[src/sv/sbcd_pkg.sv]
// Shared types, constants and helpers for the signed binary to BCD converter.
// No dependencies; every other file of the block imports this package.
package sbcd_pkg;

   // Field widths
   localparam int OPCODE_W = 2;
   localparam int COUNT_W  = 4;
   localparam int VALUE_W  = 64;
   localparam int BYTES    = VALUE_W / 8;

   // Double-dabble geometry: 56 magnitude bits cover anything below 10^16
   localparam int BIN_W         = 56;
   localparam int STAGE_BITS    = 8;
   localparam int DABBLE_STAGES = BIN_W / STAGE_BITS;
   localparam int DIGITS        = VALUE_W / 4;

   // Range limits
   localparam logic [7:0]  LIM_BYTE  = 8'd99;
   localparam logic [15:0] LIM_WORD  = 16'd9999;
   localparam logic [31:0] LIM_DWORD = 32'd99999999;
   localparam logic [63:0] LIM_QWORD = 64'd10000000000000000;
   localparam logic [7:0]  SIGN_BIT  = 8'h80;

   // Conversion modes; code three has no meaning and fails
   typedef enum logic [OPCODE_W-1:0] {
      OP_BYTEWISE = 2'd0,
      OP_COMBINED = 2'd1,
      OP_METER    = 2'd2
   } opcode_type;

   typedef struct packed {
      logic               good;
      logic               neg;
      logic               meter;
      logic               bytewise;
      logic [COUNT_W-1:0] count;
   } ctrl_type;

   // Word travelling through the pipeline
   typedef struct packed {
      ctrl_type           ctrl;
      logic [BIN_W-1:0]   bin;
      logic [VALUE_W-1:0] bcd;
      logic [VALUE_W-1:0] byte_res;
   } stage_type;

   // Two BCD digits of a value up to 99 (seven shift-add-3 steps)
   function automatic logic [7:0] byte_to_bcd(input logic [6:0] b);
      logic [7:0] d;
      d = 8'd0;
      for (int k = 6; k >= 0; k--) begin
         if (d[3:0] >= 4'd5) d[3:0] = d[3:0] + 4'd3;
         if (d[7:4] >= 4'd5) d[7:4] = d[7:4] + 4'd3;
         d = {d[6:0], b[k]};
      end
      return d;
   endfunction

endpackage

[src/sv/sbcd_if.sv]
// Valid/ready channel interfaces for the request and response words.
// Depends on sbcd_pkg for field widths.
interface sbcd_req_if;
   import sbcd_pkg::*;
   logic                valid;
   logic                ready;
   logic [OPCODE_W-1:0] opcode;
   logic [COUNT_W-1:0]  byte_count;
   logic [VALUE_W-1:0]  value_in;

   modport source (output valid, output opcode, output byte_count, output value_in,
                   input ready);
   modport sink   (input valid, input opcode, input byte_count, input value_in,
                   output ready);
endinterface

interface sbcd_rsp_if;
   import sbcd_pkg::*;
   logic               valid;
   logic               ready;
   logic [VALUE_W-1:0] bcd_out;
   logic               ok;

   modport source (output valid, output bcd_out, output ok, input ready);
   modport sink   (input valid, input bcd_out, input ok, output ready);
endinterface

[src/sv/sbcd_front.sv]
// Input stage: mode decode, magnitude, range checks and bytewise conversion.
// Depends on sbcd_pkg and sbcd_req_if.
module sbcd_front (
   input  logic                clock,
   input  logic                reset,
   sbcd_req_if.sink            req_chan,
   output logic                out_valid,
   input  logic                out_ready,
   output sbcd_pkg::stage_type out_data
);
   import sbcd_pkg::*;

   logic      valid_ff;
   stage_type data_ff;
   stage_type data_in;

   logic [31:0]        mag32;
   logic [VALUE_W-1:0] mag64;
   logic [VALUE_W-1:0] bytes_bcd;
   logic               bytes_ok;
   opcode_type         op;

   assign req_chan.ready = !valid_ff || out_ready;
   assign op = opcode_type'(req_chan.opcode);

   // Magnitudes of the short and long signed forms
   assign mag32 = req_chan.value_in[31] ? (32'd0 - req_chan.value_in[31:0])
                                        : req_chan.value_in[31:0];
   assign mag64 = req_chan.value_in[63] ? (64'd0 - req_chan.value_in)
                                        : req_chan.value_in;

   // Per-byte conversion, bytes at and above the length are not checked
   always_comb begin
      bytes_ok  = 1'b1;
      bytes_bcd = '0;
      for (int i = 0; i < BYTES; i++) begin
         bytes_bcd[8*i +: 8] = byte_to_bcd(req_chan.value_in[8*i +: 7]);
         if (req_chan.value_in[8*i +: 8] > LIM_BYTE && COUNT_W'(i) < req_chan.byte_count)
            bytes_ok = 1'b0;
      end
   end

   // Mode decode
   always_comb begin
      data_in               = '0;
      data_in.ctrl.count    = req_chan.byte_count;
      data_in.byte_res      = bytes_bcd;
      unique case (op)
         OP_BYTEWISE: begin
            data_in.ctrl.bytewise = 1'b1;
            data_in.ctrl.good     = bytes_ok;
         end
         OP_COMBINED: begin
            case (req_chan.byte_count)
               4'd1: begin
                  data_in.bin       = BIN_W'(req_chan.value_in[7:0]);
                  data_in.ctrl.good = req_chan.value_in[7:0] <= LIM_BYTE;
               end
               4'd2: begin
                  data_in.bin       = BIN_W'(req_chan.value_in[15:0]);
                  data_in.ctrl.good = req_chan.value_in[15:0] <= LIM_WORD;
               end
               4'd4: begin
                  data_in.bin       = BIN_W'(req_chan.value_in[31:0]);
                  data_in.ctrl.good = req_chan.value_in[31:0] <= LIM_DWORD;
               end
               default: data_in.ctrl.good = 1'b0;
            endcase
         end
         OP_METER: begin
            data_in.ctrl.meter = 1'b1;
            if (req_chan.byte_count == 4'd0 || req_chan.byte_count > 4'd8) begin
               data_in.ctrl.good = 1'b0;
            end else if (req_chan.byte_count <= 4'd4) begin
               data_in.ctrl.neg  = req_chan.value_in[31];
               data_in.bin       = BIN_W'(mag32);
               data_in.ctrl.good = mag32 <= LIM_DWORD;
            end else begin
               data_in.ctrl.neg  = req_chan.value_in[63];
               data_in.bin       = mag64[BIN_W-1:0];
               data_in.ctrl.good = mag64 < LIM_QWORD;
            end
         end
         default: data_in.ctrl.good = 1'b0;
      endcase
      // Lengths above eight fail in every mode
      if (req_chan.byte_count > 4'd8) data_in.ctrl.good = 1'b0;
   end

   always_ff @(posedge clock) begin
      if (reset) begin
         valid_ff <= 1'b0;
      end else if (req_chan.ready) begin
         valid_ff <= req_chan.valid;
      end
   end

   always_ff @(posedge clock) begin
      if (req_chan.ready && req_chan.valid) begin
         data_ff <= data_in;
      end
   end

   assign out_valid = valid_ff;
   assign out_data  = data_ff;

endmodule

[src/sv/sbcd_dabble_stage.sv]
// One pipeline stage of the shift-add-3 converter: eight magnitude bits a stage.
// Depends on sbcd_pkg.
module sbcd_dabble_stage (
   input  logic                clock,
   input  logic                reset,
   input  logic                in_valid,
   output logic                in_ready,
   input  sbcd_pkg::stage_type in_data,
   output logic                out_valid,
   input  logic                out_ready,
   output sbcd_pkg::stage_type out_data
);
   import sbcd_pkg::*;

   logic      valid_ff;
   stage_type data_ff;
   stage_type data_in;

   assign in_ready = !valid_ff || out_ready;

   // Eight correct-then-shift steps, magnitude MSB first
   always_comb begin
      logic [VALUE_W-1:0] work_bcd;
      logic [BIN_W-1:0]   work_bin;
      work_bcd = in_data.bcd;
      work_bin = in_data.bin;
      for (int s = 0; s < STAGE_BITS; s++) begin
         for (int d = 0; d < DIGITS; d++) begin
            if (work_bcd[4*d +: 4] >= 4'd5) work_bcd[4*d +: 4] = work_bcd[4*d +: 4] + 4'd3;
         end
         work_bcd = {work_bcd[VALUE_W-2:0], work_bin[BIN_W-1]};
         work_bin = {work_bin[BIN_W-2:0], 1'b0};
      end
      data_in     = in_data;
      data_in.bcd = work_bcd;
      data_in.bin = work_bin;
   end

   always_ff @(posedge clock) begin
      if (reset) begin
         valid_ff <= 1'b0;
      end else if (in_ready) begin
         valid_ff <= in_valid;
      end
   end

   always_ff @(posedge clock) begin
      if (in_ready && in_valid) begin
         data_ff <= data_in;
      end
   end

   assign out_valid = valid_ff;
   assign out_data  = data_ff;

endmodule

[src/sv/sbcd_back.sv]
// Output stage: result select, length mask, sign bit and failure zeroing.
// Depends on sbcd_pkg and sbcd_rsp_if.
module sbcd_back (
   input  logic                clock,
   input  logic                reset,
   input  logic                in_valid,
   output logic                in_ready,
   input  sbcd_pkg::stage_type in_data,
   sbcd_rsp_if.source          rsp_chan
);
   import sbcd_pkg::*;

   logic               valid_ff;
   logic [VALUE_W-1:0] bcd_ff;
   logic               ok_ff;
   logic [VALUE_W-1:0] bcd_in;

   assign in_ready = !valid_ff || rsp_chan.ready;

   // Keep the low count bytes, mark the top one when a meter value is negative
   always_comb begin
      logic [VALUE_W-1:0] raw;
      raw    = in_data.ctrl.bytewise ? in_data.byte_res : in_data.bcd;
      bcd_in = '0;
      for (int i = 0; i < BYTES; i++) begin
         if (COUNT_W'(i) < in_data.ctrl.count) bcd_in[8*i +: 8] = raw[8*i +: 8];
         if (in_data.ctrl.meter && in_data.ctrl.neg && in_data.ctrl.count == COUNT_W'(i + 1))
            bcd_in[8*i +: 8] = bcd_in[8*i +: 8] | SIGN_BIT;
      end
      if (!in_data.ctrl.good) bcd_in = '0;
   end

   always_ff @(posedge clock) begin
      if (reset) begin
         valid_ff <= 1'b0;
      end else if (in_ready) begin
         valid_ff <= in_valid;
      end
   end

   always_ff @(posedge clock) begin
      if (in_ready && in_valid) begin
         bcd_ff <= bcd_in;
         ok_ff  <= in_data.ctrl.good;
      end
   end

   assign rsp_chan.valid   = valid_ff;
   assign rsp_chan.bcd_out = bcd_ff;
   assign rsp_chan.ok      = ok_ff;

endmodule

[src/sv/signed_binary_to_bcd_converter_unit.sv]
// Signed binary to packed BCD converter, top level.
// Pipeline: decode stage, seven shift-add-3 stages of eight bits each, output register.
// Throughput one word per cycle; each stage holds its word only while the next one stalls.
// Synchronous reset clears the stage valid bits; payload registers are not reset.
// Depends on sbcd_pkg, sbcd_if, sbcd_front, sbcd_dabble_stage and sbcd_back.
module signed_binary_to_bcd_converter_unit (
   input  logic       clock,
   input  logic       reset,
   sbcd_req_if.sink   req_chan,
   sbcd_rsp_if.source rsp_chan
);
   import sbcd_pkg::*;

   logic      link_valid [0:DABBLE_STAGES];
   logic      link_ready [0:DABBLE_STAGES];
   stage_type link_data  [0:DABBLE_STAGES];

   // Decode and range check
   sbcd_front u_front (
      .clock     (clock),
      .reset     (reset),
      .req_chan  (req_chan),
      .out_valid (link_valid[0]),
      .out_ready (link_ready[0]),
      .out_data  (link_data[0])
   );

   // Conversion pipeline
   for (genvar g = 0; g < DABBLE_STAGES; g++) begin : g_dabble
      sbcd_dabble_stage u_stage (
         .clock     (clock),
         .reset     (reset),
         .in_valid  (link_valid[g]),
         .in_ready  (link_ready[g]),
         .in_data   (link_data[g]),
         .out_valid (link_valid[g+1]),
         .out_ready (link_ready[g+1]),
         .out_data  (link_data[g+1])
      );
   end

   // Formatting and output register
   sbcd_back u_back (
      .clock    (clock),
      .reset    (reset),
      .in_valid (link_valid[DABBLE_STAGES]),
      .in_ready (link_ready[DABBLE_STAGES]),
      .in_data  (link_data[DABBLE_STAGES]),
      .rsp_chan (rsp_chan)
   );

endmodule

[src/flat_wrapper.sv]
// flat-port wrapper written by rule: the top's interface ports become plain ports
module signed_binary_to_bcd_converter_unit_flat import sbcd_pkg::*;
  (clock, reset, req_chan_valid, req_chan_opcode, req_chan_byte_count, req_chan_value_in, req_chan_ready, rsp_chan_valid, rsp_chan_bcd_out, rsp_chan_ok, rsp_chan_ready);
  sbcd_req_if req_chan_i ();
  sbcd_rsp_if rsp_chan_i ();
  input  logic clock;
  input  logic reset;
  input wire logic [$bits(req_chan_i.valid)-1:0] req_chan_valid;
  input wire logic [$bits(req_chan_i.opcode)-1:0] req_chan_opcode;
  input wire logic [$bits(req_chan_i.byte_count)-1:0] req_chan_byte_count;
  input wire logic [$bits(req_chan_i.value_in)-1:0] req_chan_value_in;
  output wire logic [$bits(req_chan_i.ready)-1:0] req_chan_ready;
  output wire logic [$bits(rsp_chan_i.valid)-1:0] rsp_chan_valid;
  output wire logic [$bits(rsp_chan_i.bcd_out)-1:0] rsp_chan_bcd_out;
  output wire logic [$bits(rsp_chan_i.ok)-1:0] rsp_chan_ok;
  input wire logic [$bits(rsp_chan_i.ready)-1:0] rsp_chan_ready;
  assign req_chan_i.valid = req_chan_valid;
  assign req_chan_i.opcode = req_chan_opcode;
  assign req_chan_i.byte_count = req_chan_byte_count;
  assign req_chan_i.value_in = req_chan_value_in;
  assign req_chan_ready = req_chan_i.ready;
  assign rsp_chan_valid = rsp_chan_i.valid;
  assign rsp_chan_bcd_out = rsp_chan_i.bcd_out;
  assign rsp_chan_ok = rsp_chan_i.ok;
  assign rsp_chan_i.ready = rsp_chan_ready;
  signed_binary_to_bcd_converter_unit u_core (.clock(clock), .reset(reset), .req_chan(req_chan_i), .rsp_chan(rsp_chan_i));
endmodule
[config.mk]
export PLATFORM = sky130hd
export DESIGN_NAME = signed_binary_to_bcd_converter_unit_flat
export DESIGN_NICKNAME = d
export VERILOG_FILES = /design/src/sv/sbcd_pkg.sv /design/src/sv/sbcd_if.sv /design/src/sv/sbcd_front.sv /design/src/sv/sbcd_dabble_stage.sv /design/src/sv/sbcd_back.sv /design/src/sv/signed_binary_to_bcd_converter_unit.sv /design/src/flat_wrapper.sv
export SDC_FILE = /design/constraint.sdc
export NUM_CORES = 2
export LEC_CHECK = 0
export BUFFER_PORTS_ARGS = -buffer_cell sky130_fd_sc_hd__buf_2
export CAP_MARGIN = 30
export CORE_ASPECT_RATIO = 0.8
export CORE_MARGIN = 2
export CORE_UTILIZATION = 30
export CTS_CLUSTER_SIZE = 28
export DETAILED_ROUTE_END_ITERATION = 12
export GPL_ROUTABILITY_DRIVEN = 1
export PLACE_DENSITY = 0.54
export REMOVE_ABC_BUFFERS = 1
export SLEW_MARGIN = 10
export SYNTH_ARGS = -nofsm -noshare
export SYNTH_HDL_FRONTEND = slang
export SYNTH_SLANG_ARGS = --single-unit
[constraint.sdc]
create_clock -name clock -period 23.1 [get_ports clock]
set_input_delay 4.62 -clock clock [delete_from_list [all_inputs] [get_ports clock]]
set_output_delay 4.62 -clock clock [all_outputs]
set_load 0.02 [all_outputs]
# [Yosys cells after proc, flatten, opt, wreduce, memory -nomap -nowiden]
# Index checks and enable logic that the tools add are counted.
[word_totals] register_bits=1282 input_bits=74 output_inout_bits=67 word_cells=2607
[classes] n_addsub=802 n_lt_le_gt_ge=831 n_eq_ne=13 mux=837 n_bitwise=1 reduce_logical=48
[ops] operator="4-bit by 3-bit greater-or-equal comparator with 1-bit output (second input constant)" count=768
[ops] operator="4-bit two-way mux" count=737
[ops] operator="4-bit by 2-bit adder with 4-bit output (second input constant)" count=729
[ops] operator="3-bit two-way mux" count=61
[ops] operator="3-bit by 2-bit adder with 3-bit output (second input constant)" count=47
[ops] operator="64-bit two-way mux" count=2
[ops] operator="8-bit two-way mux" count=16
[ops] operator="56-bit two-way mux" count=2
[ops] operator="56-bit case mux with 2 select lines" count=1
[ops] operator="32-bit case mux with 3 select lines" count=1
[ops] operator="8-bit by 7-bit > comparator with 1-bit output (second input constant)" count=8
[ops] operator="32-bit by 27-bit less-or-equal comparator with 1-bit output (second input constant)" count=2
[ops] operator="64-bit by 54-bit < comparator with 1-bit output (second input constant)" count=1
[ops] operator="1-bit by 64-bit subtractor with 64-bit output (first input constant)" count=1
[ops] operator="3-bit greater-or-equal comparator (second input constant)" count=16
[ops] operator="1-bit by 2-bit adder with 3-bit output (both inputs constant)" count=15
[ops] operator="1-bit by 3-bit greater-or-equal comparator with 1-bit output (both inputs constant)" count=15
[ops] operator="3-bit by 2-bit adder with 4-bit output (second input constant)" count=8
[ops] operator="3-bit by 4-bit < comparator with 1-bit output (first input constant)" count=8
[ops] operator="32-bit two-way mux" count=1
[ops] operator="1-bit by 32-bit subtractor with 32-bit output (first input constant)" count=1
[ops] operator="1-bit logical AND" count=26
[ops] operator="4-bit by 3-bit equality test with 1-bit output (second input constant)" count=5
[ops] operator="16-bit by 14-bit less-or-equal comparator with 1-bit output (second input constant)" count=1
[ops] operator="other kinds (21)" count=60

# [Depth between registers and ports, before layout]
[depth] ltp_word=16 ltp_mapped=40 depth_no_buf=40

# [Cells and area by module]
# A second synthesis with hierarchy kept.
[unflattened] cells_unflattened=21673 hier_area_um2=177557.8
[modules_own_cells] module="sbcd_dabble_stage" n_inst=7 cells_each=2851 area_each_um2=23129.7 seq_area_each_um2=5545.3
[modules_own_cells] module="sbcd_front" n_inst=1 cells_each=1485 area_each_um2=12537.0 seq_area_each_um2=3863.7
[modules_own_cells] module="sbcd_back" n_inst=1 cells_each=231 area_each_um2=3113.0 seq_area_each_um2=1971.9

# [Least setup slack after synthesis]
# Ideal clock, no wire load.
[synth_timing] kind="input to register" from="input port rsp_chan_ready" to="register u_core.g_dabble[5].u_stage.data_ff, in the netlist u_core.g_dabble[5].u_stage.out_data[0] (enable)" setup_ns=0.864 arrival_ns=15.194 t_required_ns=22.236 slack_ns=7.042 path_stages=3 path_buffers=0 path_cell_list="nor2b_1 and2_1 a21boi_0"
[synth_between] elab_chain_len=4
[synth_lines] item="start: declaration" line="flat_wrapper.sv:16" rtl="input wire logic [$bits(rsp_chan_i.ready)-1:0] rsp_chan_ready;"
[synth_lines] item="1-bit logical OR" line="sbcd_back.sv:18" rtl="assign in_ready = !valid_ff || rsp_chan.ready;"
[synth_lines] item="1-bit logical OR (2 in series)" line="sbcd_dabble_stage.sv:19" rtl="assign in_ready = !valid_ff || out_ready;"
[synth_lines] item="1-bit logical AND" line="sbcd_dabble_stage.sv:48" rtl="if (in_ready && in_valid) begin"
[synth_lines] item="end signal: assignment" line="sbcd_dabble_stage.sv:49" rtl="data_ff <= data_in;"
[synth_lines] item="end: declaration" line="sbcd_dabble_stage.sv:16" rtl="stage_type data_ff;"
# No other way between the ends.
# A chain may end at the register's enable or synchronous reset.

# [Worst setup path in the final report]
[layout_timing] from="input port rsp_chan_ready" to="output port req_chan_ready"
[layout_between] elab_chain_len=9
[layout_lines] item="1-bit logical OR" line="sbcd_back.sv:18"
[layout_lines] item="1-bit logical OR (7 in series)" line="sbcd_dabble_stage.sv:19"
[layout_lines] item="1-bit logical OR" line="sbcd_front.sv:23" rtl="assign req_chan.ready = !valid_ff || out_ready;"
[layout_lines] item="end: declaration" line="flat_wrapper.sv:12" rtl="output wire logic [$bits(req_chan_i.ready)-1:0] req_chan_ready;"
# No other way between the ends.

==> impl_metrics.yaml <==
logic_synthesis:
  synth-seq-area-share: 0.346
  yosysWarnings: 0
  synth_seq_cells: 1158
  synth_edf_count: 1149
  synth_area_um2: 100000
  async_flop_share: 0
  synth_top_family_by_area: "compound AO/OA/AOI/OAI gates"
  avgSynthCellArea_um2: 9.00
  ys.flop_type: "edfxtp_1"
  netlist_instances: 11144
  synth-compound-area-share: 0.264
  synth_xor_area_frac: 0.0498
  synth_mux_area_frac: 0.0628
  synth-adder-area-share: 0.0696
  yosysUniqueCellTypes: 159
  yosys.area_share.simple: 0.167
hold_path:
  worstHoldStart: "u_core.u_front.out_data[29]$_DFFE_PP_"
  hp-class: "register to register"
  worstHoldEndpoint: "u_core.g_dabble[0].u_stage.out_data[29]$_DFFE_PP_"
  hold_depth: 0
route:
  wl_per_cell_um: 15.4
  dr.pass1.iters: 7
  routed_wl_um: 243000
  drc: 0
  antenna_left: 0
  vias_per_cell: 5.23
  first_iter_violations: 5744
  vias: 82138
clock_network:
  cts_tree: "yes"
  cts_made_buffers: 142
  clockRootBuffer: "clkbuf_16"
  cts_buffer_depth: 4
  clkTransAtPathRegs_ns: 0.06
  worstSkewPairLatency_ns: 0.79
  clock-sinks: 1158
  cts_resized: 0
  hold_buffers: 0
  postCtsSetupBuffers: 0
  cts.htree.levels: 4
timing:
  clock_skew_ns: 0.0485
  relSlewSlack: 0.337
  drv_slew: 0
  clock.fmax_mhz: 86.8
  rsz0062_at_grt: "false"
  fin_crit_sh: 0.499
  worstMarginPinSlew_ns: 0.991
  fin_crit_ns: 11.52
  final.setup.tns_ns: 0
  setup_violations: 0
  whs_ns: 0.410
  hold_viol: 0
layout:
  drive_gt1_frac: 0.101
  fin_nets: 11823
  syn_to_final_growth_pct: 10.2
  final_cells: 15714
setup_path:
  cp-end-kind: "primary output"
  r2r_end: "u_core.g_dabble[3].u_stage.out_data[87]$_DFFE_PP_"
  ff2ff_path_depth: 31
  cp-start-kind: "input pin"
  crit_arrival_ns: 6.90
  path_max_fanout: 6
  cp.required_ns: 18.48
  critPathKind: "input pin to primary output"
  reg2reg_from: "u_core.g_dabble[2].u_stage.out_data[72]$_DFFE_PP_"
  worstSetupStartpoint: "rsp_chan_ready"
  reg2reg_slack_ns: 15.13
floorplan:
  fp.dieH_um: 521
  initial_core_util: 0.302
  core_region_area_um2: 332000
  io-pin-count: 141
  die_w_um: 650
  rows: 189
  dieArea_um2: 339000
place:
  io_buffer_count: 140
  hpwl_um: 183000
  dpl.cell_count: 15450
  routabilityCongestion: 0.832
global_routing:
  first_global_vias: 73180
  antenna_found_initial: 26
  grt_pass1_wl_um: 394000
  grt_overflow_total: 0
  grt_max_degree: 137
  track_usage: 0.137
flow_run:
  max_cap_violations: 0
outcome:
  run_status: "finished clean"
[how the worst max path moves through the flow]
| stage | end | cells past startpoint |
|---|---|---|
| CTS | req_chan_ready | 8 |
| detailed placement | req_chan_ready | 8 |
| global route | req_chan_ready | 8 |
| finish | req_chan_ready | 8 |
| global placement | req_chan_ready | 8 |
| floorplan | u_core.g_dabble[5].u_stage.out_data[0]$_DFFE_PP_ | 3 |
[cells in the final DEF, fill, tap and decap left out, types with 68 or more instances in the layout]
| cell type | n |
|---|---|
| ha_1 | 536 |
| o21a_1 | 133 |
| o22ai_1 | 111 |
| a22oi_1 | 78 |
| o211ai_1 | 184 |
| nand3_1 | 236 |
| a211oi_1 | 214 |
| a211o_1 | 68 |
| and2_1 | 119 |
| a21o_1 | 146 |
| a21oi_1 | 778 |
| o21ai_1 | 157 |
| inv_1 | 704 |
| o31ai_1 | 72 |
| or2_2 | 104 |
| o21bai_1 | 81 |
| edfxtp_1 | 1149 |
| nor2_1 | 997 |
| nand2b_1 | 189 |
| nor3_1 | 297 |
| nor2b_1 | 107 |
| nand2_1 | 835 |
| and3_1 | 86 |
| a21boi_0 | 85 |
| or3_1 | 81 |
| mux2i_1 | 382 |
| xnor2_1 | 348 |
| xor2_1 | 102 |
| clkbuf_16 | 145 |
| o21ai_0 | 691 |
| buf_2 | 144 |
| mux2_2 | 189 |
| a31oi_1 | 153 |
| nor3b_1 | 80 |
[through the flow]
stage / utilization / setup slack [ns] / cell area [µm²]
after floorplan: - / 7.04 / 99100
after global placement: 0.319 / 11.60 / 106000
after detailed placement: 0.319 / 11.56 / 106000
after CTS: 0.332 / 11.56 / 110000
after global routing: 0.333 / 11.37 / 110000
final: 0.333 / 11.58 / 111000
[layout make-up]
type,instances,area [µm²]
Timing Repair Buffer,207,1300
Clock inverter,77,781
Antenna cell,7,17.5
Clock buffer,168,3710
Tap cell,4393,5500
Sequential cell,1158,34700
Fill cell,34121,222000
Inverter,766,2880
Multi-Input combinational cell,8938,61600
[sequential cells by signal (all words and copies together), names as in the netlist]
name	count
u_core.u_back.rsp_chan.valid	1
u_core.u_back.rsp_chan.ok	1
u_core.u_front.out_valid	1
u_core.g_dabble.u_stage.out_data	956
u_core.u_back.rsp_chan.bcd_out	64
u_core.g_dabble.u_stage.out_valid	7
u_core.u_front.out_data	128
[cells by family after synthesis]
family          count (synthesis)
flops                        1158
xor+xnor                      510
simple gates                 3442
fa+ha+maj                     563
compound gates               3827
mux                           596
buf+inv                      1048
[layer usage]
layer / GRT usage / routed length, µm
met5: 0 / 84
met4: 0.0244 / 3840
met3: 0.0146 / 8540
met2: 0.205 / 100000
met1: 0.212 / 130000
[cells in the mapped netlist (146+ instances only)]
cell type | instances | share of area
edfxtp_1 | 1149 | 0.34
nor2_1 | 997 | 0.037
nand2_1 | 835 | 0.031
a21oi_1 | 778 | 0.039
inv_1 | 704 | 0.026
o21ai_0 | 691 | 0.034
ha_1 | 536 | 0.067
mux2i_1 | 382 | 0.038
xnor2_1 | 348 | 0.030
nor3_1 | 297 | 0.015
nand3_1 | 236 | 0.012
clkbuf_1 | 215 | 0.0081
a211oi_1 | 214 | 0.016
mux2_2 | 189 | 0.021
nand2b_1 | 189 | 0.012
o211ai_1 | 184 | 0.014
o21ai_1 | 157 | 0.0078
a31oi_1 | 155 | 0.0097
a21o_1 | 146 | 0.011
[critical path: stages]
cell and delay (ns):
buf_2 0.10, nor2b_1 0.26, and2_1 0.35, and3_1 0.45, nand3_1 0.16, nor2_1 0.58
nand3_1 0.19, buf_2 0.20
Power is not shown: default switching activity piles up to over one toggle a cycle in this logic, so the estimate is an artifact.
